**src/hdl/e2q_pkg.sv**
```systemverilog
// Shared constants and types for the Euler-to-quaternion converter.
package e2q_pkg;

    localparam int CORDIC_STAGES_DEF   = 16;
    localparam int ANGLE_FRAC_BITS_DEF = 13;
    localparam int ATAN_ENTRIES        = 24;

    // Q30 working width: covers 2*pi in Q30 plus sign and headroom.
    localparam int ZW = 36;
    localparam int XW = 33;

    localparam logic signed [ZW-1:0] Q30_PI      = 36'sd3373259426;
    localparam logic signed [ZW-1:0] Q30_HALF_PI = 36'sd1686629713;
    localparam logic signed [ZW-1:0] Q30_TWO_PI  = 36'sd6746518852;
    localparam logic signed [XW-1:0] CORDIC_GAIN = 33'sh026DD3B6A;

    typedef logic signed [15:0] angle_t;
    typedef logic signed [15:0] q15_t;
    typedef logic signed [15:0] q14_t;

    // Arctangent of 2^-i, Q30, truncated.
    function automatic logic signed [ZW-1:0] atan_q30(input int idx);
        logic signed [ZW-1:0] r;
        begin
            r = '0;
            case (idx)
                0:  r = 36'sh03243F6A8;
                1:  r = 36'sh01DAC6705;
                2:  r = 36'sh00FADBAFC;
                3:  r = 36'sh007F56EA6;
                4:  r = 36'sh003FEAB76;
                5:  r = 36'sh001FFD55B;
                6:  r = 36'sh000FFFAAA;
                7:  r = 36'sh0007FFF55;
                8:  r = 36'sh0003FFFEA;
                9:  r = 36'sh0001FFFFD;
                10: r = 36'sh0000FFFFF;
                11: r = 36'sh00007FFFF;
                12: r = 36'sh00003FFFF;
                13: r = 36'sh00001FFFF;
                14: r = 36'sh00000FFFF;
                15: r = 36'sh000007FFF;
                16: r = 36'sh000003FFF;
                17: r = 36'sh000001FFF;
                18: r = 36'sh000000FFF;
                19: r = 36'sh0000007FF;
                20: r = 36'sh0000003FF;
                21: r = 36'sh0000001FF;
                22: r = 36'sh0000000FF;
                23: r = 36'sh00000007F;
                default: r = '0;
            endcase
            return r;
        end
    endfunction

    // Per-angle CORDIC state carried between cells.
    typedef struct packed {
        logic signed [XW-1:0] x;
        logic signed [XW-1:0] y;
        logic signed [ZW-1:0] z;
    } rot_t;

    typedef struct packed {
        rot_t roll;
        rot_t pitch;
        rot_t yaw;
        logic [2:0] flip;
    } cell_data_t;

endpackage

```
**src/hdl/e2q_cell.sv**
```systemverilog
// One CORDIC micro-rotation cell, applied to all three angles in parallel.
module e2q_cell #(
    parameter int STAGE = 0
) (
    input  logic                 clk,
    input  logic                 rst_n,
    input  logic                 en,
    input  logic                 in_valid,
    input  e2q_pkg::cell_data_t  in_data,
    output logic                 out_valid,
    output e2q_pkg::cell_data_t  out_data
);
    localparam logic signed [e2q_pkg::ZW-1:0] ATAN = e2q_pkg::atan_q30(STAGE);

    logic                valid_reg;
    e2q_pkg::cell_data_t data_reg;
    e2q_pkg::cell_data_t data_next;

    function automatic e2q_pkg::rot_t rotate(input e2q_pkg::rot_t r);
        e2q_pkg::rot_t o;
        logic signed [e2q_pkg::XW-1:0] dx;
        logic signed [e2q_pkg::XW-1:0] dy;
        begin
            dx = r.y >>> STAGE;
            dy = r.x >>> STAGE;
            if (!r.z[e2q_pkg::ZW-1])
            begin
                o.x = r.x - dx;
                o.y = r.y + dy;
                o.z = r.z - ATAN;
            end
            else
            begin
                o.x = r.x + dx;
                o.y = r.y - dy;
                o.z = r.z + ATAN;
            end
            return o;
        end
    endfunction

    always_comb
    begin
        data_next.roll  = rotate(in_data.roll);
        data_next.pitch = rotate(in_data.pitch);
        data_next.yaw   = rotate(in_data.yaw);
        data_next.flip  = in_data.flip;
    end

    always_ff @(posedge clk or negedge rst_n)
    begin
        if (!rst_n)
            valid_reg <= 1'b0;
        else if (en)
            valid_reg <= in_valid;
    end

    always_ff @(posedge clk)
    begin
        if (en)
            data_reg <= data_next;
    end

    assign out_valid = valid_reg;
    assign out_data  = data_reg;
endmodule

```
**config.mk**
```make
export PLATFORM = sky130hd
export DESIGN_NAME = e2q_cell
export DESIGN_NICKNAME = d
export VERILOG_FILES = /design/src/hdl/e2q_pkg.sv /design/src/hdl/e2q_cell.sv
export SDC_FILE = /design/constraint.sdc
export NUM_CORES = 1
export LEC_CHECK = 0
export CAP_MARGIN = 20
export CORE_ASPECT_RATIO = 0.5
export CORE_MARGIN = 8
export CORE_UTILIZATION = 65
export CTS_BUF_LIST = sky130_fd_sc_hd__clkbuf_8
export CTS_CLUSTER_SIZE = 10
export DETAILED_ROUTE_END_ITERATION = 10
export DONT_BUFFER_PORTS = 1
export PLACE_DENSITY = 0.84
export SETUP_SLACK_MARGIN = 0.15
export SLEW_MARGIN = 25
export SYNTH_ARGS = -nofsm -noshare
export SYNTH_HDL_FRONTEND = slang
export SYNTH_SLANG_ARGS = --single-unit
export TNS_END_PERCENT = 10
```
**constraint.sdc**
```tcl
create_clock -name clk -period 1 [get_ports clk]
set_input_delay 0.05 -clock clk [delete_from_list [all_inputs] [get_ports clk]]
set_output_delay 0.05 -clock clk [all_outputs]
set_load 0.01 [all_outputs]
```
==> flow_summary.html, run 1 <==
<table>
<tr><th>Metric</th><th>Value</th></tr>
<tr><th colspan="2">CTS</th></tr>
<tr><td>Clock sinks</td><td>307</td></tr>
<tr><td>Maximum buffer depth of the clock tree</td><td>3</td></tr>
<tr><td>Clock root buffer</td><td>clkbuf_8</td></tr>
<tr><td>H-tree levels</td><td>2</td></tr>
<tr><td>Inserted Clock Buffers</td><td>48</td></tr>
<tr><th colspan="2">Logic synthesis</th></tr>
<tr><td>Area of the mapped netlist</td><td>30,380 um2</td></tr>
<tr><td>Synth Area in Simple Gates</td><td>13.54%</td></tr>
<tr><td>Net Count, Synth</td><td>4,233</td></tr>
<tr><td>Main area contributors after synthesis</td><td>edfxtp_1, ha_1, a21oi_1, xnor2_1, inv_1</td></tr>
<tr><td>Share of flip-flops with an asynchronous set or reset after synthesis</td><td>0.3257%</td></tr>
<tr><td>Count of mapped cells out of synthesis</td><td>3,527</td></tr>
<tr><td>Post-synth top area cell</td><td>edfxtp_1</td></tr>
<tr><td>Adder and majority gate portion of the synthesized area</td><td>16.48%</td></tr>
<tr><td>Mean instance size in the synthesized netlist</td><td>8.615 um2</td></tr>
<tr><td>Number of enable flip-flop cells after synthesis</td><td>306</td></tr>
<tr><td>Largest family of logic cells by synthesized area</td><td>compound AO/OA/AOI/OAI gates</td></tr>
<tr><td>Synthesized-area fraction occupied by ao, oa, aoi and oai cells</td><td>24.71%</td></tr>
<tr><td>Multiplexer fraction of the synthesized cell area</td><td>1.202%</td></tr>
<tr><td>Part of the Yosys area used for sequential elements</td><td>30.32%</td></tr>
<tr><td>Yosys warning total</td><td>0</td></tr>
<tr><td>XOR/XNOR Fraction of Synth Area</td><td>7.812%</td></tr>
<tr><td>Portion of synthesized cell area occupied by the leading cell type</td><td>30.24%</td></tr>
<tr><td>Most common flop cell mapped by yosys</td><td>edfxtp_1</td></tr>
<tr><td>Number of distinct library cells after synthesis</td><td>82</td></tr>
<tr><td>Total of flip-flops plus latches after synthesis</td><td>307</td></tr>
<tr><th colspan="2">Place</th></tr>
<tr><td>Total of buffers placed on input and output ports</td><td>0</td></tr>
<tr><td>Placer congestion estimate</td><td>1.020</td></tr>
<tr><td>Area after detailed placement</td><td>38,780 um2</td></tr>
<tr><td>Placement-stage worst setup slack</td><td>-2052 ps</td></tr>
<tr><td>Detailed placer's ending HPWL</td><td>90.43 mm</td></tr>
<tr><th colspan="2">Floorplan</th></tr>
<tr><td>Top-level port count</td><td>623</td></tr>
<tr><td>Die X-Extent</td><td>321.8 um</td></tr>
<tr><td>Number of core rows</td><td>56</td></tr>
<tr><td>Die Y</td><td>168.9 um</td></tr>
<tr><td>Starting density of the core</td><td>65.31%</td></tr>
<tr><th colspan="2">Run status</th></tr>
<tr><td>Stage where the flow stopped</td><td>global routing</td></tr>
<tr><td>Run status</td><td>stopped before the end</td></tr>
<tr><td>Error message</td><td>[ERROR GRT-0232] Routing congestion too high. Check the congestion heatmap in the GUI.</td></tr>
<tr><th colspan="2">Global routing</th></tr>
<tr><td>Total Routing Usage GR</td><td>101.1%</td></tr>
<tr><td>GRT Residual Overflow</td><td>5,027</td></tr>
<tr><td>Largest net degree at the start of global routing</td><td>308</td></tr>
<tr><th colspan="2">STA</th></tr>
<tr><td>Pin ending the worst setup path after global-route repair</td><td>out_data[158]$_DFFE_PP_/D</td></tr>
<tr><td>Worst-path endpoint category</td><td>register input</td></tr>
</table>
-- cells in the mapped netlist, drive strengths merged (9+ instances only) --
cell type  count
o221ai        12
xnor2        202
fa            12
and2          16
o21a          41
a21oi        430
a2111oi       19
and3          30
clkbuf       106
or2           13
nor2b         56
o21bai        66
a211o         11
nor2         282
o31a          13
or3           16
buf           40
nand2        180
a311oi         9
nand2b        50
nand4         32
xor2          69
o22ai         11
mux2i         32
a21o         102
a211oi        47
nor4          21
o41ai         10
a21boi        13
nand3         56
a221oi         9
o31ai         26
o211ai        31
ha           381
a31oi         40
nor3          72
o21ai        225
inv          323
edfxtp       306
-- cell families after synthesis --
kind of cell	Yosys count
buffers and inverters	473
muxes	36
adders and majority gates	393
and+or+nand+nor	858
xor gates and xnor gates	271
AOI/OAI and AO/OA	1189
DFF	307
-- what timing repair did --
item	CTS
resized for setup	493
hold buffers	102
buffers inserted	49
pin swaps	237
hold endpoints to repair	591
endpoints found under the setup margin	568
-- per-stage QoR --
step / hold WS, ps / instances
floorplan: -245.6 / 3527
global placement: -245.6 / 5031
detailed placement: -245.6 / 5031
CTS: -479.5 / 5262
-- per-layer routing --
| metal | overflow | track usage (%) |
|---|---|---|
| met1 | 42 | 88.71 |
| met2 | 3756 | 131.4 |
| met3 | 63 | 79.20 |
| met4 | 1162 | 115.5 |
| met5 | 4 | 53.38 |
==> run 2, diff against run 1 <==
--- a/config.mk
+++ b/config.mk
@@ -6,15 +6,11 @@
 export NUM_CORES = 1
 export LEC_CHECK = 0
 export CAP_MARGIN = 20
-export CORE_ASPECT_RATIO = 0.5
 export CORE_MARGIN = 8
-export CORE_UTILIZATION = 65
-export CTS_BUF_LIST = sky130_fd_sc_hd__clkbuf_8
-export CTS_CLUSTER_SIZE = 10
+export CORE_UTILIZATION = 40
 export DETAILED_ROUTE_END_ITERATION = 10
 export DONT_BUFFER_PORTS = 1
-export PLACE_DENSITY = 0.84
-export SETUP_SLACK_MARGIN = 0.15
+export PLACE_DENSITY_LB_ADDON = 0.15
 export SLEW_MARGIN = 25
 export SYNTH_ARGS = -nofsm -noshare
 export SYNTH_HDL_FRONTEND = slang
==> run 2 against run 1 <==
The flow now finishes, with violations (hold timing, setup timing). Area after synthesis did not move. Synthesized cell count is the same.
==> flow_summary.html, run 2 <==
<table>
<tr><th>Metric</th><th>Value</th></tr>
<tr><th colspan="2">Logic synthesis</th></tr>
<tr><td>Synth top cells by count</td><td>a21oi_1, ha_1, inv_1</td></tr>
<tr><td>Part of the Yosys area used for sequential elements</td><td>30.32%</td></tr>
<tr><td>Most common flop cell mapped by yosys</td><td>edfxtp_1</td></tr>
<tr><td>Portion of synthesized cell area occupied by the leading cell type</td><td>30.24%</td></tr>
<tr><td>Post-synth top area cell</td><td>edfxtp_1</td></tr>
<tr><td>Net Count, Synth</td><td>4,233</td></tr>
<tr><td>Yosys warning total</td><td>0</td></tr>
<tr><td>Area of the mapped netlist</td><td>30,380 um2</td></tr>
<tr><td>Total of flip-flops plus latches after synthesis</td><td>307</td></tr>
<tr><td>Number of enable flip-flop cells after synthesis</td><td>306</td></tr>
<tr><td>Main area contributors after synthesis</td><td>edfxtp_1, ha_1, a21oi_1, xnor2_1, inv_1</td></tr>
<tr><td>Count of mapped cells out of synthesis</td><td>3,527</td></tr>
<tr><td>Mean instance size in the synthesized netlist</td><td>8.615 um2</td></tr>
<tr><td>Share of flip-flops with an asynchronous set or reset after synthesis</td><td>0.3257%</td></tr>
<tr><td>Most numerous cell in the Yosys netlist</td><td>a21oi_1</td></tr>
<tr><td>Number of distinct library cells after synthesis</td><td>82</td></tr>
<tr><th colspan="2">Layout</th></tr>
<tr><td>Share of post-route cells with drive strength above 1</td><td>37.63%</td></tr>
<tr><td>Most frequent cells in the layout</td><td>buf_4, a21oi_1, edfxtp_1</td></tr>
<tr><td>Total Nets Final</td><td>5,398</td></tr>
<tr><td>Storage element area</td><td>9214 um2</td></tr>
<tr><td>Cell area after layout</td><td>46,310 um2</td></tr>
<tr><td>Number of fill cells</td><td>6,498</td></tr>
<tr><td>Area growth from synthesis to final layout</td><td>52.40%</td></tr>
<tr><td>Area occupied by multi-input gates</td><td>23,000 um2</td></tr>
<tr><td>Most frequent standard cell in the layout excluding fill and tap cells</td><td>buf_4</td></tr>
<tr><td>Max reg flops</td><td>306</td></tr>
<tr><td>Final std cells w/o fill</td><td>5,711</td></tr>
<tr><th colspan="2">Routing</th></tr>
<tr><td>Detailed-route vias per instance</td><td>5.484</td></tr>
<tr><td>Routed wire length</td><td>124.9 mm</td></tr>
<tr><td>Total iterations of the first detailed-routing run</td><td>5</td></tr>
<tr><td>Number of design-rule violations left by the first detailed-router iteration</td><td>1,995</td></tr>
<tr><td>Drt drc</td><td>0</td></tr>
<tr><td>WL/cell</td><td>21.86 um</td></tr>
<tr><td>Number of routed nets with antenna violations</td><td>0</td></tr>
<tr><td>Via count of the routed design</td><td>31,320</td></tr>
<tr><th colspan="2">Pwr</th></tr>
<tr><td>Maximum ir drop on the vdd rail</td><td>1.060 mV</td></tr>
<tr><td>Power per unit of standard cell area</td><td>1264 nW/um2</td></tr>
<tr><td>Static leakage</td><td>20.38 nW</td></tr>
<tr><th colspan="2">STA</th></tr>
<tr><td>Final critical path time including I/O delays and setup</td><td>2216 ps</td></tr>
<tr><td>Fin crit share</td><td>221.6%</td></tr>
<tr><td>Summed negative setup slack over all endpoints</td><td>-207,220 ps</td></tr>
<tr><td>Max-slew violation count</td><td>0</td></tr>
<tr><td>Number of failing setup endpoints in the final timing report</td><td>564</td></tr>
<tr><td>Setup repair after global routing missed its margin</td><td>true</td></tr>
<tr><td>Final-report hold violation count</td><td>351</td></tr>
<tr><td>Worst hold slack</td><td>-397.4 ps</td></tr>
<tr><td>Worst slew margin relative to its limit</td><td>52.69%</td></tr>
<tr><td>Layout Skew</td><td>0 ps</td></tr>
<tr><td>Max Clock Freq</td><td>451.3 MHz</td></tr>
<tr><td>Post-layout worst setup margin</td><td>-1216 ps</td></tr>
<tr><td>Worst slew pin tran</td><td>703.6 ps</td></tr>
<tr><th colspan="2">Setup path</th></tr>
<tr><td>Worst setup path endpoint</td><td>out_data[104]$_DFFE_PP_</td></tr>
<tr><td>Internal reg-to-reg setup slack</td><td>210 ps</td></tr>
<tr><td>RR Startpoint</td><td>out_valid$_DFFE_PN0P_</td></tr>
<tr><td>Type of element capturing the critical path</td><td>flop</td></tr>
<tr><td>Arrival time of data at the critical path endpoint</td><td>2530 ps</td></tr>
<tr><td>Capture instance of the worst register-to-register path</td><td>out_valid$_DFFE_PN0P_</td></tr>
<tr><td>Biggest fanout along the worst timing path</td><td>3</td></tr>
<tr><td>Logic depth of the worst register-to-register path</td><td>1</td></tr>
<tr><td>Worst Setup Start Kind</td><td>input pin</td></tr>
<tr><td>Critical setup path kind</td><td>input pin to flop</td></tr>
<tr><td>Required arrival time at the worst endpoint</td><td>1310 ps</td></tr>
<tr><td>Start point of the critical path</td><td>in_data[39]</td></tr>
<tr><th colspan="2">Place</th></tr>
<tr><td>Detailed placer's ending HPWL</td><td>96.93 mm</td></tr>
<tr><td>Placer congestion estimate</td><td>0.9754</td></tr>
<tr><td>Area after detailed placement</td><td>39,540 um2</td></tr>
<tr><td>Number of placed instances, taps included</td><td>5,418</td></tr>
<tr><td>Total of buffers placed on input and output ports</td><td>0</td></tr>
<tr><th colspan="2">CTS</th></tr>
<tr><td>Clock transition at the registers of the reported paths</td><td>60 ps</td></tr>
<tr><td>H-tree levels</td><td>2</td></tr>
<tr><td>Maximum buffer depth of the clock tree</td><td>3</td></tr>
<tr><td>TritonCTS clock tree</td><td>done</td></tr>
<tr><td>Clock latency reported for the late side of the worst-skew pair</td><td>560 ps</td></tr>
<tr><td>Inserted Clock Buffers</td><td>43</td></tr>
<tr><td>Clock sinks</td><td>307</td></tr>
<tr><td>Clock root buffer</td><td>clkbuf_16</td></tr>
<tr><th colspan="2">Global routing</th></tr>
<tr><td>GRT Residual Overflow</td><td>0</td></tr>
<tr><td>Initial antenna violation count</td><td>7</td></tr>
<tr><td>Wire length of the first global-routing pass</td><td>185.2 mm</td></tr>
<tr><td>Via count of the first global-routing pass</td><td>31,240</td></tr>
<tr><td>Largest net degree at the start of global routing</td><td>308</td></tr>
<tr><td>Total Routing Usage GR</td><td>27.36%</td></tr>
<tr><th colspan="2">Run</th></tr>
<tr><td>Maximum capacitance violations</td><td>0</td></tr>
<tr><th colspan="2">Floorplan</th></tr>
<tr><td>Starting density of the core</td><td>40.21%</td></tr>
<tr><td>Number of core rows</td><td>101</td></tr>
<tr><td>Top-level port count</td><td>623</td></tr>
<tr><td>Area of the core</td><td>75,570 um2</td></tr>
<tr><td>DIE AREA</td><td>85,040 um2</td></tr>
<tr><td>Die Y</td><td>291.6 um</td></tr>
<tr><td>Die X-Extent</td><td>291.6 um</td></tr>
<tr><th colspan="2">Run status</th></tr>
<tr><td>Violated checks</td><td>hold timing, setup timing</td></tr>
<tr><td>Run status</td><td>finished with violations</td></tr>
<tr><th colspan="2">Hold path</th></tr>
<tr><td>Path category of the worst min-delay check</td><td>input pin to flop</td></tr>
</table>
run 2: kinds of logic (layout without fill, tap and decap cells):
family | after synthesis | in the layout | share of synthesized area (%)
DFF | 307 | 307 | 30.32
adders and majority gates | 393 | 393 | 16.48
buffers and inverters | 473 | 1671 | 5.934
xor gates and xnor gates | 271 | 271 | 7.812
and+or+nand+nor | 858 | 858 | 13.54
muxes | 36 | 36 | 1.202
AOI/OAI and AO/OA | 1189 | 1189 | 24.71
other | 0 | 8 | 0
run 2: how the worst min path moves through the flow:
stage / endpoint / from / slack [ps] / cells past startpoint
floorplan: out_valid$_DFFE_PN0P_ / rst_n / -250 / 0
global placement: out_valid$_DFFE_PN0P_ / rst_n / -250 / 0
detailed placement: out_valid$_DFFE_PN0P_ / rst_n / -250 / 0
CTS: out_data[297]$_DFFE_PP_ / en / -390 / 0
global route: out_data[297]$_DFFE_PP_ / en / -420 / 0
finish: out_data[262]$_DFFE_PP_ / en / -400 / 0
run 2: power by group:
group          internal [mW]  total, mW  switching, mW
registers               17.2       20.0           2.73
logic                   12.2       23.8           11.7
clock network           8.48       14.7           6.25
run 2: layout make-up:
| class | count | share of cell area, % |
|---|---|---|
| tap | 978 | 2.643 |
| sequential | 307 | 19.90 |
| clock buffer | 53 | 2.497 |
| inverter | 327 | 3.029 |
| multi-input combinational | 2747 | 49.66 |
| timing repair buffer | 1265 | 21.84 |
| timing repair inverter | 1 | 0.02432 |
| antenna | 8 | 0.04323 |
| clock inverter | 25 | 0.3675 |
run 2: routing by layer:
layer	vias up	routed length, um	track usage, %
met2	1050	60140	47.23
met5	-	0	0
met4	0	5997	11.40
li1	15120	-	-
met1	14880	49630	32.07
met3	269	9097	7.131
run 2: metrics by stage:
stage	power, mW	utilization, %	worst slack [ps]
3_3_place_gp	39.78	52.33	-2300
5_1_grt	61.21	61.27	-1283
2_1_floorplan	30.14	-	-1728
6_report	58.52	61.28	-1216
3_5_place_dp	39.79	52.33	-2255
4_1_cts	57.26	58.99	-1174
run 2: critical path, stage by stage:
cell	delay, ps
ha_4	150
fa_2	370
nor2b_4	140
o21a_1	230
o311ai_2	280
buf_4	190
nand3_4	80
o21ai_4	220
o221ai_4	130
a31o_4	240
a221o_1	300
xnor2_1	120
run 2: what timing repair did:
| action | in CTS | in global routing |
|---|---|---|
| pin swaps | 197 | 183 |
| endpoints found under the hold margin | 559 | 461 |
| hold buffers | 113 | 5 |
| endpoints found under the setup margin | 557 | 574 |
| resized for setup | 482 | 316 |
| setup buffers | 52 | 51 |
| cloned | 0 | 2 |
Power figures use the tool's default switching activity.
