===== config.mk =====
export PLATFORM = sky130hd
export DESIGN_NAME = e2q_prep
export DESIGN_NICKNAME = d
export VERILOG_FILES = /design/src/hdl/e2q_pkg.sv /design/src/hdl/e2q_prep.sv
export SDC_FILE = /design/constraint.sdc
export NUM_CORES = 1
export LEC_CHECK = 0
export BUFFER_PORTS_ARGS = -buffer_cell sky130_fd_sc_hd__buf_4
export CAP_MARGIN = 5
export CELL_PAD_IN_SITES_DETAIL_PLACEMENT = 1
export CELL_PAD_IN_SITES_GLOBAL_PLACEMENT = 2
export CORE_MARGIN = 4
export CORE_UTILIZATION = 25
export DETAILED_ROUTE_END_ITERATION = 12
export PLACE_DENSITY = 0.76
export SLEW_MARGIN = 10
export SYNTH_ARGS = -nofsm -noshare
export SYNTH_HDL_FRONTEND = slang
export SYNTH_SLANG_ARGS = --single-unit

===== constraint.sdc =====
create_clock -name clk -period 2 [get_ports clk]
set_input_delay 0.4 -clock clk [delete_from_list [all_inputs] [get_ports clk]]
set_output_delay 0.4 -clock clk [all_outputs]
set_load 0.02 [all_outputs]

===== src/hdl/e2q_pkg.sv =====
// Shared constants and types for the Euler-to-quaternion converter.
package e2q_pkg;

    localparam int CORDIC_STAGES_DEF   = 16;
    localparam int ANGLE_FRAC_BITS_DEF = 13;
    localparam int ATAN_ENTRIES        = 24;

    // Q30 working width: covers 2*pi in Q30 plus sign and headroom.
    localparam int ZW = 36;
    localparam int XW = 33;

    localparam logic signed [ZW-1:0] Q30_PI      = 36'sd3373259426;
    localparam logic signed [ZW-1:0] Q30_HALF_PI = 36'sd1686629713;
    localparam logic signed [ZW-1:0] Q30_TWO_PI  = 36'sd6746518852;
    localparam logic signed [XW-1:0] CORDIC_GAIN = 33'sh026DD3B6A;

    typedef logic signed [15:0] angle_t;
    typedef logic signed [15:0] q15_t;
    typedef logic signed [15:0] q14_t;

    // Arctangent of 2^-i, Q30, truncated.
    function automatic logic signed [ZW-1:0] atan_q30(input int idx);
        logic signed [ZW-1:0] r;
        begin
            r = '0;
            case (idx)
                0:  r = 36'sh03243F6A8;
                1:  r = 36'sh01DAC6705;
                2:  r = 36'sh00FADBAFC;
                3:  r = 36'sh007F56EA6;
                4:  r = 36'sh003FEAB76;
                5:  r = 36'sh001FFD55B;
                6:  r = 36'sh000FFFAAA;
                7:  r = 36'sh0007FFF55;
                8:  r = 36'sh0003FFFEA;
                9:  r = 36'sh0001FFFFD;
                10: r = 36'sh0000FFFFF;
                11: r = 36'sh00007FFFF;
                12: r = 36'sh00003FFFF;
                13: r = 36'sh00001FFFF;
                14: r = 36'sh00000FFFF;
                15: r = 36'sh000007FFF;
                16: r = 36'sh000003FFF;
                17: r = 36'sh000001FFF;
                18: r = 36'sh000000FFF;
                19: r = 36'sh0000007FF;
                20: r = 36'sh0000003FF;
                21: r = 36'sh0000001FF;
                22: r = 36'sh0000000FF;
                23: r = 36'sh00000007F;
                default: r = '0;
            endcase
            return r;
        end
    endfunction

    // Per-angle CORDIC state carried between cells.
    typedef struct packed {
        logic signed [XW-1:0] x;
        logic signed [XW-1:0] y;
        logic signed [ZW-1:0] z;
    } rot_t;

    typedef struct packed {
        rot_t roll;
        rot_t pitch;
        rot_t yaw;
        logic [2:0] flip;
    } cell_data_t;

endpackage


===== src/hdl/e2q_prep.sv =====
// Input stage: half angle in Q30, wrap to (-pi, pi], quadrant pre-rotation.
module e2q_prep #(
    parameter int ANGLE_FRAC_BITS = e2q_pkg::ANGLE_FRAC_BITS_DEF
) (
    input  logic                 clk,
    input  logic                 rst_n,
    input  logic                 en,
    input  logic                 in_valid,
    input  e2q_pkg::angle_t      roll_angle,
    input  e2q_pkg::angle_t      pitch_angle,
    input  e2q_pkg::angle_t      yaw_angle,
    output logic                 out_valid,
    output e2q_pkg::cell_data_t  out_data
);
    localparam int SH = 29 - ANGLE_FRAC_BITS;

    logic                valid_reg;
    e2q_pkg::cell_data_t data_reg;
    e2q_pkg::cell_data_t data_next;
    logic [2:0]          flip_w;
    e2q_pkg::rot_t       r_roll;
    e2q_pkg::rot_t       r_pitch;
    e2q_pkg::rot_t       r_yaw;

    // Half angles reach at most +-2^(15+SH), i.e. under 6*pi at the fewest fraction
    // bits, so three wrap steps suffice.
    function automatic e2q_pkg::rot_t prep(input e2q_pkg::angle_t a, output logic f);
        logic signed [e2q_pkg::ZW-1:0] z;
        e2q_pkg::rot_t o;
        begin
            z = e2q_pkg::ZW'(a) <<< SH;
            if (z > e2q_pkg::Q30_PI)
                z = z - e2q_pkg::Q30_TWO_PI;
            else if (z <= -e2q_pkg::Q30_PI)
                z = z + e2q_pkg::Q30_TWO_PI;
            if (z > e2q_pkg::Q30_PI)
                z = z - e2q_pkg::Q30_TWO_PI;
            else if (z <= -e2q_pkg::Q30_PI)
                z = z + e2q_pkg::Q30_TWO_PI;
            if (z > e2q_pkg::Q30_PI)
                z = z - e2q_pkg::Q30_TWO_PI;
            else if (z <= -e2q_pkg::Q30_PI)
                z = z + e2q_pkg::Q30_TWO_PI;
            f = 1'b0;
            if (z > e2q_pkg::Q30_HALF_PI)
            begin
                z = z - e2q_pkg::Q30_PI;
                f = 1'b1;
            end
            else if (z < -e2q_pkg::Q30_HALF_PI)
            begin
                z = z + e2q_pkg::Q30_PI;
                f = 1'b1;
            end
            o.x = e2q_pkg::CORDIC_GAIN;
            o.y = '0;
            o.z = z;
            return o;
        end
    endfunction

    always_comb
    begin
        r_roll  = prep(roll_angle,  flip_w[0]);
        r_pitch = prep(pitch_angle, flip_w[1]);
        r_yaw   = prep(yaw_angle,   flip_w[2]);
        data_next.roll  = r_roll;
        data_next.pitch = r_pitch;
        data_next.yaw   = r_yaw;
        data_next.flip  = flip_w;
    end

    always_ff @(posedge clk or negedge rst_n)
    begin
        if (!rst_n)
            valid_reg <= 1'b0;
        else if (en)
            valid_reg <= in_valid;
    end

    always_ff @(posedge clk)
    begin
        if (en)
            data_reg <= data_next;
    end

    assign out_valid = valid_reg;
    assign out_data  = data_reg;
endmodule


After elaboration in Yosys (flattened, before gate mapping) --
Cells that the tools add are included.
Operators by class: add/sub/neg operators 24, $lt $le $gt $ge 24, muxes and demuxes 27
Operators by type and width (count):
- 36-bit 2-to-1 mux | 24
- 36-bit by 34-bit adder with 36-bit output (second input constant) | 6
- 36-bit by 33-bit > comparator with 1-bit output (second input constant) | 6
- 36-bit by 33-bit <= comparator with 1-bit output (second input constant) | 6
- 36-bit by 34-bit subtractor with 36-bit output (second input constant) | 6
- 36-bit by 33-bit adder with 36-bit output (second input constant) | 3
- 36-bit by 32-bit > comparator with 1-bit output (second input constant) | 3
- 36-bit by 32-bit less-than comparator with 1-bit output (second input constant) | 3
- 36-bit by 33-bit subtractor with 36-bit output (second input constant) | 3
- 32-bit by 34-bit adder with 35-bit output (second input constant) | 3
- 32-bit by 34-bit subtractor with 35-bit output (second input constant) | 3
- 32-bit by 33-bit > comparator with 1-bit output (second input constant) | 3
- 32-bit by 33-bit <= comparator with 1-bit output (second input constant) | 3
- 1-bit 2-to-1 mux | 3
Storage, ports and cells: bits in registers 112, input port bits 52, output and inout port bits 310, logic and storage cells 82

Longest topological paths before layout --
Gate-level depths: netlist of the first run.
word-level depth 12, gate-level depth with buffers 10, depth with buffers taken out 7

Worst setup path after synthesis of the first run --
Ideal clock, no wire load.
path type input-to-reg, start point input port yaw_angle[9], end point register data_reg (netlist bit out_data[28]), data pin, setup time 0.260 ns, data arrival time 1.943 ns, data required time 1.740 ns, slack -0.203 ns, stages 8, buffers on the path 2, path through buf_6 or4_4 a2111o_1 and2_4 buf_6 a21oi_1 nor2_1 xor2_1
RTL lines:
- start, declared | RTL line e2q_prep.sv:11 | input e2q_pkg::angle_t yaw_angle,
- end signal, assigned | RTL line e2q_prep.sv:84 | data_reg <= data_next;
- end, declared | RTL line e2q_prep.sv:18 | e2q_pkg::cell_data_t data_reg;

==> load_flow_metrics.sql, run 1 <==
INSERT INTO impl_metrics (metric_group, metric, value, unit) VALUES
('synthesis', 'synthSimpleGateAreaFrac', '10.3', '%'),
('synthesis', 'synthesis.yosys.warnings', '0', ''),
('sta', 'relSlewSlack', '66.6', '%'),
('clock_tree', 'clock-root-buffer', 'sky130_fd_sc_hd__clkbuf_16', ''),
('clock_tree', 'cts_sink_count', '106', ''),
('floorplan', 'dieArea', '0.0336', 'mm²'),
('final_layout', 'final_cell_mix', 'sky130_fd_sc_hd__buf_4, sky130_fd_sc_hd__conb_1, sky130_fd_sc_hd__edfxtp_1', ''),
('grt', 'grt_use_total', '11.2', '%'),
('synthesis', 'syn_avg_cell_area', '9.83', 'µm²'),
('grt', 'maximum_number_of_pins_on_one_net_before_global_route_repair', '54', ''),
('power', 'power.ir.vdd_worst', '0.000315', 'V'),
('critical_path', 'worst-endpoint-arrival', '2080', 'ps'),
('run_status', 'status', 'completed', ''),
('final_layout', 'filler_cell_count', '3544', ''),
('power', 'p_clk_share', '26.6', '%'),
('synthesis', 'synthDominantAreaCellType', 'sky130_fd_sc_hd__edfxtp_1', ''),
('critical_path', 'end_kind', 'register', ''),
('grt', 'grt_first_pass_wirelength', '30.3', 'mm'),
('drt', 'routed_wire_length_per_instance', '14.0', 'µm'),
('critical_path', 'cp_data_required_time', '2190', 'ps'),
('synthesis', 'syn-instance-count', '782', ''),
('grt', 'grt_pass1_vias', '5798', ''),
('grt', 'overflow', '0', ''),
('critical_path', 'timing.setup.critical_path_class', 'input pin to register', ''),
('synthesis', 'synth-async-reset-ratio', '0.943', '%'),
('floorplan', 'design.portCount', '362', ''),
('power', 'sequentialPowerShare', '44.1', '%'),
('synthesis', 'synth_compound_area_share', '12.7', '%'),
('floorplan', 'rows', '63', ''),
('floorplan', 'coreArea', '0.0300', 'mm²'),
('clock_tree', 'cts.htree.levels', '3', ''),
('drt', 'drtIter0Drc', '217', ''),
('placement', 'post-dp-hpwl', '16.1', 'mm'),
('sta', 'tightestPinTransition', '497', 'ps'),
('clock_tree', 'clock_edge_transition_at_the_registers_on_the_reported_setup_and_hold_paths', '70', 'ps'),
('critical_path', 'cp_cell_sequence', 'buf_4, or4_4, a2111o_1, and2_4, a22o_1, nor2_2, xnor2_1', ''),
('critical_path', 'worst_path_max_delay_cell', 'sky130_fd_sc_hd__or4_4', ''),
('sta', 'max_clock_freq', '0.529', 'GHz'),
('synthesis', 'yosysTopAreaCellShare', '41.0', '%'),
('synthesis', 'synth_enable_flop_cells', '105', ''),
('final_layout', 'layout.cells.most_common', 'sky130_fd_sc_hd__buf_4', ''),
('drt', 'final_antenna_net_count', '0', ''),
('drt', 'via_count', '5679', ''),
('grt', 'antenna_found_initial', '0', ''),
('synthesis', 'synth.mux.area_fraction', '0.927', '%'),
('clock_tree', 'ctsLongestPathBuffers', '2', ''),
('critical_path', 'cpPeakStageDelay', '540', 'ps'),
('floorplan', 'dieHeight', '183', 'µm'),
('final_layout', 'diodes', '0', ''),
('drt', 'wirelength', '19.8', 'mm'),
('synthesis', 'synthXorXnorAreaFrac', '6.49', '%'),
('placement', 'post_placement_worst_setup_slack', '-246', 'ps'),
('sta', 'final.setup.worst_slack', '109', 'ps'),
('floorplan', 'initial_core_util', '25.7', '%'),
('placement', 'dpl_cells', '1391', ''),
('final_layout', 'areaGrowthSynthToFinish', '24.3', '%'),
('synthesis', 'largest_family_of_logic_cells_by_synthesized_area', 'buffers and inverters', ''),
('synthesis', 'syn-cell-area', '0.00769', 'mm²'),
('floorplan', 'die-width', '183', 'µm'),
('critical_path', 'start_kind', 'input pin', ''),
('clock_tree', 'tritoncts', 'yes', ''),
('sta', 'number_of_setup_violations_in_the_final_report', '0', ''),
('sta', 'layout_worst_path_cycle_share', '94.5', '%'),
('power', 'intPower', '4230', 'µW'),
('clock_tree', 'cts_buffer_count', '9', ''),
('job', 'max_cap_violations', '0', ''),
('sta', 'rsz0062_at_grt', 'false', ''),
('final_layout', 'proportion_of_layout_cells_with_a_drive_suffix_above_1', '30.9', '%'),
('power', 'switchingPower', '2090', 'µW'),
('synthesis', 'synthTopCellsByArea', 'sky130_fd_sc_hd__edfxtp_1, sky130_fd_sc_hd__buf_4, sky130_fd_sc_hd__xnor2_1', ''),
('sta', 'hold_viol', '0', '');
-- area by class of cell --
type	instances	area (µm²)	area share, %
clock buffer	10	229	2.40
clock inverter	6	42.5	0.445
timing repair buffer	260	2000	21.0
sequential	106	3180	33.3
multi-input combinational	602	3490	36.5
inverter	34	128	1.34
tap	390	488	5.11
-- critical path, delay by kind of cell --
family | cells | cell delay (ps)
buffers and inverters | 1 | 110
AOI/OAI and AO/OA | 2 | 580
and+or+nand+nor | 3 | 840
xor gates and xnor gates | 1 | 130
-- state kept, by name (all words and copies together), names as in the netlist --
name / cells
out_valid: 1
out_data: 105
-- path summary, 6_finish.rpt --
| kind | start | to | slack, ps | cells after the start |
|---|---|---|---|---|
| worst max-delay path | yaw_angle[12] | out_data[10] | 110 | 7 |
| worst min-delay path | in_valid | out_valid | 290 | 2 |
| worst max register to register | out_valid | out_valid | 1260 | 1 |
| worst min register to register | out_valid | out_valid | 510 | 1 |
| max in group asynchronous | rst_n | out_valid | 1560 | 2 |
| min in group asynchronous | rst_n | out_valid | 360 | 2 |
-- stage by stage --
stage                     utilization, %  power [µW]  instance area, µm²  hold slack, ps
final                               31.9        6320                9560             294
after global routing                31.9        6670                9560             281
after CTS                           31.9        6370                9550             277
after detailed placement            30.9        4660                9270             177
after global placement              30.9        4640                9270             176
after floorplan                        -        4240                8590             104
-- synthesized netlist by cell type, types with 5 or more instances --
cell,number
sky130_fd_sc_hd__buf_2,9
sky130_fd_sc_hd__edfxtp_1,105
sky130_fd_sc_hd__o21ai_0,34
sky130_fd_sc_hd__o21ai_1,5
sky130_fd_sc_hd__inv_1,31
sky130_fd_sc_hd__nor3_1,16
sky130_fd_sc_hd__xnor2_1,42
sky130_fd_sc_hd__nand3_1,7
sky130_fd_sc_hd__nand2_1,48
sky130_fd_sc_hd__a31oi_1,7
sky130_fd_sc_hd__nand4_1,5
sky130_fd_sc_hd__a311oi_1,5
sky130_fd_sc_hd__o22ai_1,10
sky130_fd_sc_hd__a21oi_2,5
sky130_fd_sc_hd__nor2_1,42
sky130_fd_sc_hd__a211oi_1,7
sky130_fd_sc_hd__ha_1,21
sky130_fd_sc_hd__clkbuf_1,29
sky130_fd_sc_hd__and3_1,6
sky130_fd_sc_hd__mux2i_1,6
sky130_fd_sc_hd__buf_4,205
sky130_fd_sc_hd__a21oi_1,25
sky130_fd_sc_hd__nor4_1,5
sky130_fd_sc_hd__xor2_1,15
-- logic make-up after synthesis --
logic type / count (synthesis)
multiplexers: 7
adder cells (fa/ha/maj): 21
flip-flops: 106
buffers and inverters: 285
AO/OA/AOI/OAI: 143
AND/OR/NAND/NOR: 161
other: 2
XOR/XNOR: 57
-- power by group through the flow --
stage          Combinational [µW]  Clock (µW)  Sequential (µW)
2_1_floorplan                1120           0             3120
3_3_place_gp                 1810           0             2840
3_5_place_dp                 1820           0             2840
4_1_cts                      1830        1750             2790
5_1_grt                      2010        1850             2810
6_report                     1850        1680             2790
-- layer usage --
layer	share of wire, %	track usage [%]
met3	8.1	3.03
met5	0	0
met4	1.7	3.43
met2	49	19.6
met1	41	13.4
-- repair_timing --
action,4_1_cts,5_1_grt
setup endpoints to repair,0,1
hold endpoints to repair,1,0
buffers inserted,0,0
gates resized for setup,0,1
hold buffers,1,0
Note: power is estimated with default switching activity, not from simulation.
==> run 2: changes to the inputs <==
- CORE_MARGIN: 4 -> 2
- CTS_BUF_LIST: unset -> sky130_fd_sc_hd__clkbuf_16
==> run 2 against run 1 <==
  * Die area is 4.3% lower
  * Non-clock buffer count is 5 higher
  * Clock skew stayed put
  * Core utilization is 0.35 points lower
  * Fmax is 0.18% lower
  * Total power is 1.6% higher
  * Sequential cell count stayed put
  * Final area is 0.47% higher
  * Cell count is 0.71% higher
  * Critical path type unchanged
==> load_flow_metrics.sql, run 2 (synthesis gave the netlist of run 1 again) <==
INSERT INTO impl_metrics (metric_group, metric, value, unit) VALUES
('grt', 'antenna_found_initial', '0', ''),
('critical_path', 'end_kind', 'register', ''),
('final_layout', 'final_cell_mix', 'sky130_fd_sc_hd__buf_4, sky130_fd_sc_hd__conb_1, sky130_fd_sc_hd__edfxtp_1', ''),
('clock_tree', 'cts_sink_count', '106', ''),
('floorplan', 'initial_core_util', '25.3', '%'),
('power', 'power_leakage', '0.00426', 'µW'),
('clock_tree', 'tritoncts', 'yes', ''),
('drt', 'routed_wire_length_per_instance', '13.6', 'µm'),
('sta', 'rsz0062_at_grt', 'false', ''),
('grt', 'use_met2', '21.1', '%'),
('sta', 'post_route_clock_skew', '0', 'ps'),
('drt', 'wirelength', '19.3', 'mm'),
('drt', 'via_count', '5672', ''),
('placement', 'place_congestion', '0.800', ''),
('critical_path', 'worst_r2r_path_depth', '1', ''),
('job', 'max_cap_violations', '0', ''),
('sta', 'max_clock_freq', '0.528', 'GHz'),
('drt', 'final_antenna_net_count', '0', ''),
('run_status', 'status', 'completed', ''),
('placement', 'portBuffers', '160', ''),
('critical_path', 'critical_path_fanout_max', '11', ''),
('final_layout', 'design.final.nets', '1091', ''),
('sta', 'layout_worst_path_cycle_share', '94.7', '%'),
('floorplan', 'coreArea', '0.0304', 'mm²'),
('floorplan', 'dieArea', '0.0322', 'mm²'),
('grt', 'gr-max-usage-layer', 'met2', ''),
('critical_path', 'start_kind', 'input pin', ''),
('worst_hold_path', 'holdCritStartpoint', 'in_valid', ''),
('grt', 'maximum_number_of_pins_on_one_net_before_global_route_repair', '57', ''),
('power', 'power_density', '669', 'mW/mm²'),
('clock_tree', 'clock_edge_transition_at_the_registers_on_the_reported_setup_and_hold_paths', '70', 'ps'),
('grt', 'overflow', '0', ''),
('final_layout', 'diodes', '0', ''),
('grt', 'grt_use_total', '11.6', '%'),
('final_layout', 'proportion_of_layout_cells_with_a_drive_suffix_above_1', '31.3', '%'),
('floorplan', 'die-width', '179', 'µm'),
('final_layout', 'layout.cells.most_common', 'sky130_fd_sc_hd__buf_4', ''),
('clock_tree', 'worst_skew_pair.late_latency', '340', 'ps'),
('critical_path', 'cp_data_required_time', '2100', 'ps'),
('sta', 'slew_viol_final', '0', ''),
('critical_path', 'r2r_startpoint', 'out_valid', ''),
('clock_tree', 'cts_buffer_count', '9', ''),
('clock_tree', 'ctsLongestPathBuffers', '2', ''),
('critical_path', 'worst-endpoint-arrival', '1990', 'ps'),
('drt', 'drtIter0Drc', '242', ''),
('clock_tree', 'cts.htree.levels', '3', ''),
('floorplan', 'rows', '64', ''),
('worst_hold_path', 'hp-class', 'input pin to register', ''),
('grt', 'fraction_of_met3_tracks_used_by_global_routing', '2.38', '%'),
('sta', 'hold_viol', '0', ''),
('drt', 'drc', '0', ''),
('power', 'power.ir.vdd_worst', '0.000345', 'V'),
('floorplan', 'dieHeight', '179', 'µm'),
('final_layout', 'areaGrowthSynthToFinish', '24.8', '%'),
('critical_path', 'timing.setup.critical_path_class', 'input pin to register', ''),
('grt', 'gr-usage-met1', '14.0', '%'),
('drt', 'number_of_vias_per_cell', '4.00', ''),
('clock_tree', 'clock-root-buffer', 'sky130_fd_sc_hd__clkbuf_16', ''),
('grt', 'grt_pass1_vias', '5469', ''),
('floorplan', 'design.portCount', '362', ''),
('worst_hold_path', 'holdPathStages', '2', ''),
('sta', 'fin_crit', '1890', 'ps'),
('sta', 'finalHoldWorstSlack', '309', 'ps'),
('sta', 'setup_tns', '0', 'ps'),
('critical_path', 'crit_path_start', 'yaw_angle[12]', ''),
('grt', 'grt_first_pass_wirelength', '29.4', 'mm'),
('sta', 'number_of_setup_violations_in_the_final_report', '0', ''),
('clock_tree', 'post-cts-setup-buffer-count', '0', ''),
('final_layout', 'largest_reg_flops', '105', ''),
('drt', 'detailedRoute.firstPassIterationCount', '5', ''),
('placement', 'post-dp-hpwl', '15.6', 'mm');
-- run 2: path summary, 6_finish.rpt --
check,to,slack [ps]
worst max-delay path,out_data[31],110
worst min-delay path,out_valid,310
worst max register to register,out_valid,1230
worst min register to register,out_valid,550
max in group asynchronous,out_valid,1540
min in group asynchronous,out_valid,380
-- run 2: timing repair --
item / 4_1_cts / 5_1_grt
gates resized for setup: 0 / 1
endpoints found under the setup margin: 0 / 13
hold buffers: 1 / 0
endpoints found under the hold margin: 1 / 0
-- run 2: cell type report --
| class | instances | area [µm²] |
|---|---|---|
| Fill cell | 3602 | 20800 |
| Multi-Input combinational cell | 602 | 3490 |
| Sequential cell | 106 | 3180 |
| Timing Repair Buffer | 265 | 2030 |
| Tap cell | 396 | 495 |
| Clock buffer | 9 | 225 |
| Inverter | 34 | 128 |
| Clock inverter | 6 | 58.8 |
-- run 2: through the flow --
| stage | worst slack (ps) | total power [µW] | cells | instance area, µm² | utilization, % |
|---|---|---|---|---|---|
| 3_5_place_dp | -256 | 4680 | 1402 | 9300 | 30.6 |
| 2_1_floorplan | -124 | 4240 | 993 | 8590 | - |
| 3_3_place_gp | -233 | 4650 | 1402 | 9300 | 30.6 |
| 6_report | 106 | 6420 | 1418 | 9600 | 31.6 |
| 5_1_grt | 0.690 | 6750 | 1418 | 9600 | 31.6 |
| 4_1_cts | 117 | 6480 | 1418 | 9590 | 31.5 |
-- run 2: critical path, stage by stage --
cell and delay (ps):
sky130_fd_sc_hd__buf_4 110, sky130_fd_sc_hd__or4_4 540, sky130_fd_sc_hd__a2111o_1 330, sky130_fd_sc_hd__nand2_2 240, sky130_fd_sc_hd__a21o_1 150, sky130_fd_sc_hd__o21ai_1 80, sky130_fd_sc_hd__xor2_1 140
-- run 2: power by group --
part	internal (µW)	switching (µW)	total, µW
clock	960	815	1770
sequential	2710	78.9	2790
combinational	670	1180	1850
-- run 2: layer usage --
| layer | wire (µm) | vias up |
|---|---|---|
| li1 | - | 2752 |
| met1 | 8010 | 2701 |
| met2 | 9770 | 210 |
| met3 | 1360 | 9 |
| met4 | 175 | 0 |
| met5 | 0 | - |
==> run 3: changes to the inputs <==
- CORE_UTILIZATION: 25 -> 29
- CTS_CLUSTER_DIAMETER: unset -> 40
- PLACE_DENSITY: 0.76 -> 0.86
==> run 3 against run 2 <==
  * Critical path depth is the same
  * Core utilization grew 5.0 points
  * Non-clock buffer count decreased by 4
  * Register-to-register slack about the same
  * Sequential power hardly changed
  * Combinational power is essentially flat
  * Critical path type unchanged
  * Critical endpoint is now out_data[19]
  * Highest routed layer unchanged
==> load_flow_metrics.sql, run 3 (synthesis gave the netlist of run 1 again) <==
INSERT INTO impl_metrics (metric_group, metric, value, unit) VALUES
('placement', 'place_congestion', '0.803', ''),
('grt', 'grt_use_total', '13.4', '%'),
('critical_path', 'timing.setup.critical_path_class', 'input pin to register', ''),
('drt', 'wirelength', '19.6', 'mm'),
('drt', 'drc', '0', ''),
('final_layout', 'diodes', '0', ''),
('critical_path', 'cp_data_required_time', '2100', 'ps'),
('grt', 'overflow', '0', ''),
('final_layout', 'utilization', '36.5', '%'),
('floorplan', 'dieHeight', '167', 'µm'),
('critical_path', 'worst-endpoint-arrival', '1970', 'ps'),
('grt', 'antenna_found_initial', '0', ''),
('final_layout', 'final_cell_mix', 'sky130_fd_sc_hd__buf_4, sky130_fd_sc_hd__conb_1, sky130_fd_sc_hd__edfxtp_1', ''),
('critical_path', 'end_kind', 'register', ''),
('drt', 'number_of_vias_per_cell', '4.27', ''),
('worst_hold_path', 'holdCritStartpoint', 'in_valid', ''),
('sta', 'post_route_clock_skew', '0', 'ps'),
('final_layout', 'areaGrowthSynthToFinish', '23.8', '%'),
('floorplan', 'design.portCount', '362', ''),
('floorplan', 'dieArea', '0.0278', 'mm²'),
('placement', 'post_placement_worst_setup_slack', '-233', 'ps'),
('critical_path', 'cpPeakStageDelay', '540', 'ps'),
('sta', 'rsz0062_at_grt', 'false', ''),
('power', 'power.ir.vdd_worst', '0.000557', 'V'),
('critical_path', 'r2r_startpoint', 'out_valid', ''),
('power', 'power_leakage', '0.00424', 'µW'),
('final_layout', 'filler_cell_count', '3082', ''),
('clock_tree', 'ctsLongestPathBuffers', '2', ''),
('sta', 'fin_crit', '1870', 'ps'),
('sta', 'finalHoldWorstSlack', '296', 'ps'),
('sta', 'final.setup.worst_slack', '127', 'ps'),
('clock_tree', 'cts_buffer_count', '9', ''),
('clock_tree', 'cts.htree.levels', '3', ''),
('sta', 'number_of_setup_violations_in_the_final_report', '0', ''),
('critical_path', 'regToRegSetupSlack', '1240', 'ps'),
('critical_path', 'cp_cell_sequence', 'buf_4, or4_4, a2111o_1, and2_4, nor2_1, a22oi_2, xnor2_1', ''),
('grt', 'grt_first_pass_wirelength', '30.1', 'mm'),
('final_layout', 'proportion_of_layout_cells_with_a_drive_suffix_above_1', '31.0', '%'),
('sta', 'hold_viol', '0', ''),
('final_layout', 'design.final.nets', '1087', ''),
('final_layout', 'layout.cell_area.non_filler', '0.00952', 'mm²'),
('run_status', 'status', 'completed', ''),
('placement', 'post-dp-hpwl', '15.9', 'mm'),
('drt', 'routed_wire_length_per_instance', '14.5', 'µm'),
('floorplan', 'initial_core_util', '29.5', '%'),
('sta', 'layout_worst_path_cycle_share', '93.6', '%'),
('clock_tree', 'tritoncts', 'yes', ''),
('floorplan', 'rows', '59', ''),
('clock_tree', 'clock_edge_transition_at_the_registers_on_the_reported_setup_and_hold_paths', '70', 'ps'),
('sta', 'max_clock_freq', '0.534', 'GHz'),
('floorplan', 'die-width', '167', 'µm'),
('grt', 'maximum_number_of_pins_on_one_net_before_global_route_repair', '31', ''),
('job', 'max_cap_violations', '0', ''),
('drt', 'via_count', '5785', ''),
('placement', 'placedInstanceArea', '0.00923', 'mm²'),
('critical_path', 'start_kind', 'input pin', ''),
('drt', 'final_antenna_net_count', '0', ''),
('final_layout', 'layout.cells.most_common', 'sky130_fd_sc_hd__buf_4', ''),
('critical_path', 'critPathTopFamily', 'simple AND/OR/NAND/NOR gates', ''),
('drt', 'detailedRoute.firstPassIterationCount', '4', ''),
('worst_hold_path', 'hp-class', 'input pin to register', ''),
('clock_tree', 'clock-root-buffer', 'sky130_fd_sc_hd__clkbuf_16', ''),
('drt', 'drtIter0Drc', '237', ''),
('grt', 'grt_pass1_vias', '5668', ''),
('clock_tree', 'worst_skew_pair.late_latency', '340', 'ps'),
('placement', 'portBuffers', '160', ''),
('critical_path', 'worst_path_max_delay_cell', 'sky130_fd_sc_hd__or4_4', ''),
('floorplan', 'coreArea', '0.0261', 'mm²'),
('final_layout', 'largest_reg_flops', '105', ''),
('critical_path', 'number_of_buffer_and_inverter_instances_along_the_worst_setup_path', '1', ''),
('power', 'power_density', '667', 'mW/mm²'),
('critical_path', 'critical_path_fanout_max', '10', ''),
('clock_tree', 'cts_sink_count', '106', ''),
('sta', 'slew_viol_final', '0', ''),
('critical_path', 'crit_path_start', 'yaw_angle[12]', '');
-- run 3: cell types whose count changed in the layout (fill, tap and decap cells not counted), sizes merged --
cell and delta:
bufinv -1, buf -4, clkinv +2, clkinvlp +1, inv -1
-- run 3: path summary, 6_finish.rpt --
kind | endpoint | depth (start not counted)
min | out_valid | 2
max in group asynchronous | out_valid | 2
max reg2reg | out_valid | 1
min reg2reg | out_valid | 1
min in group asynchronous | out_valid | 2
max | out_data[19] | 7
-- run 3: per-layer routing --
layer  track usage [%]  vias up  routed length (µm)
met5                 0        -                   0
li1                  -     2747                   -
met4              4.05        0                 255
met1              14.9     2808                7740
met3              2.59       13                1200
met2              25.6      217               10400
-- run 3: stage by stage --
stage / instances / setup TNS, ps / total power [µW]
4_1_cts: 1354 / 0 / 6390
5_1_grt: 1354 / 0 / 6640
6_report: 1354 / 0 / 6350
3_3_place_gp: 1337 / -7310 / 4640
3_5_place_dp: 1337 / -11080 / 4690
2_1_floorplan: 993 / -574 / 4240
-- run 3: cell type report --
class | instances | area, µm² | area share (%)
sequential | 106 | 3180 | 33.4
timing repair buffer | 261 | 2040 | 21.4
clock buffer | 9 | 225 | 2.37
inverter | 34 | 128 | 1.34
multi-input combinational | 602 | 3490 | 36.6
clock inverter | 7 | 46.3 | 0.486
tap | 335 | 419 | 4.40
-- run 3: repair_timing --
item,CTS,global route
hold endpoints to repair,1,0
endpoints found under the setup margin,0,6
buffers inserted,0,0
gates resized for setup,0,1
hold buffers,1,0
-- run 3: where the power goes --
| group | switching [µW] | internal, µW | total, µW |
|---|---|---|---|
| Clock | 838 | 845 | 1680 |
| Combinational | 1200 | 674 | 1870 |
| Sequential | 76.8 | 2710 | 2790 |
| Total | 2110 | 4230 | 6350 |
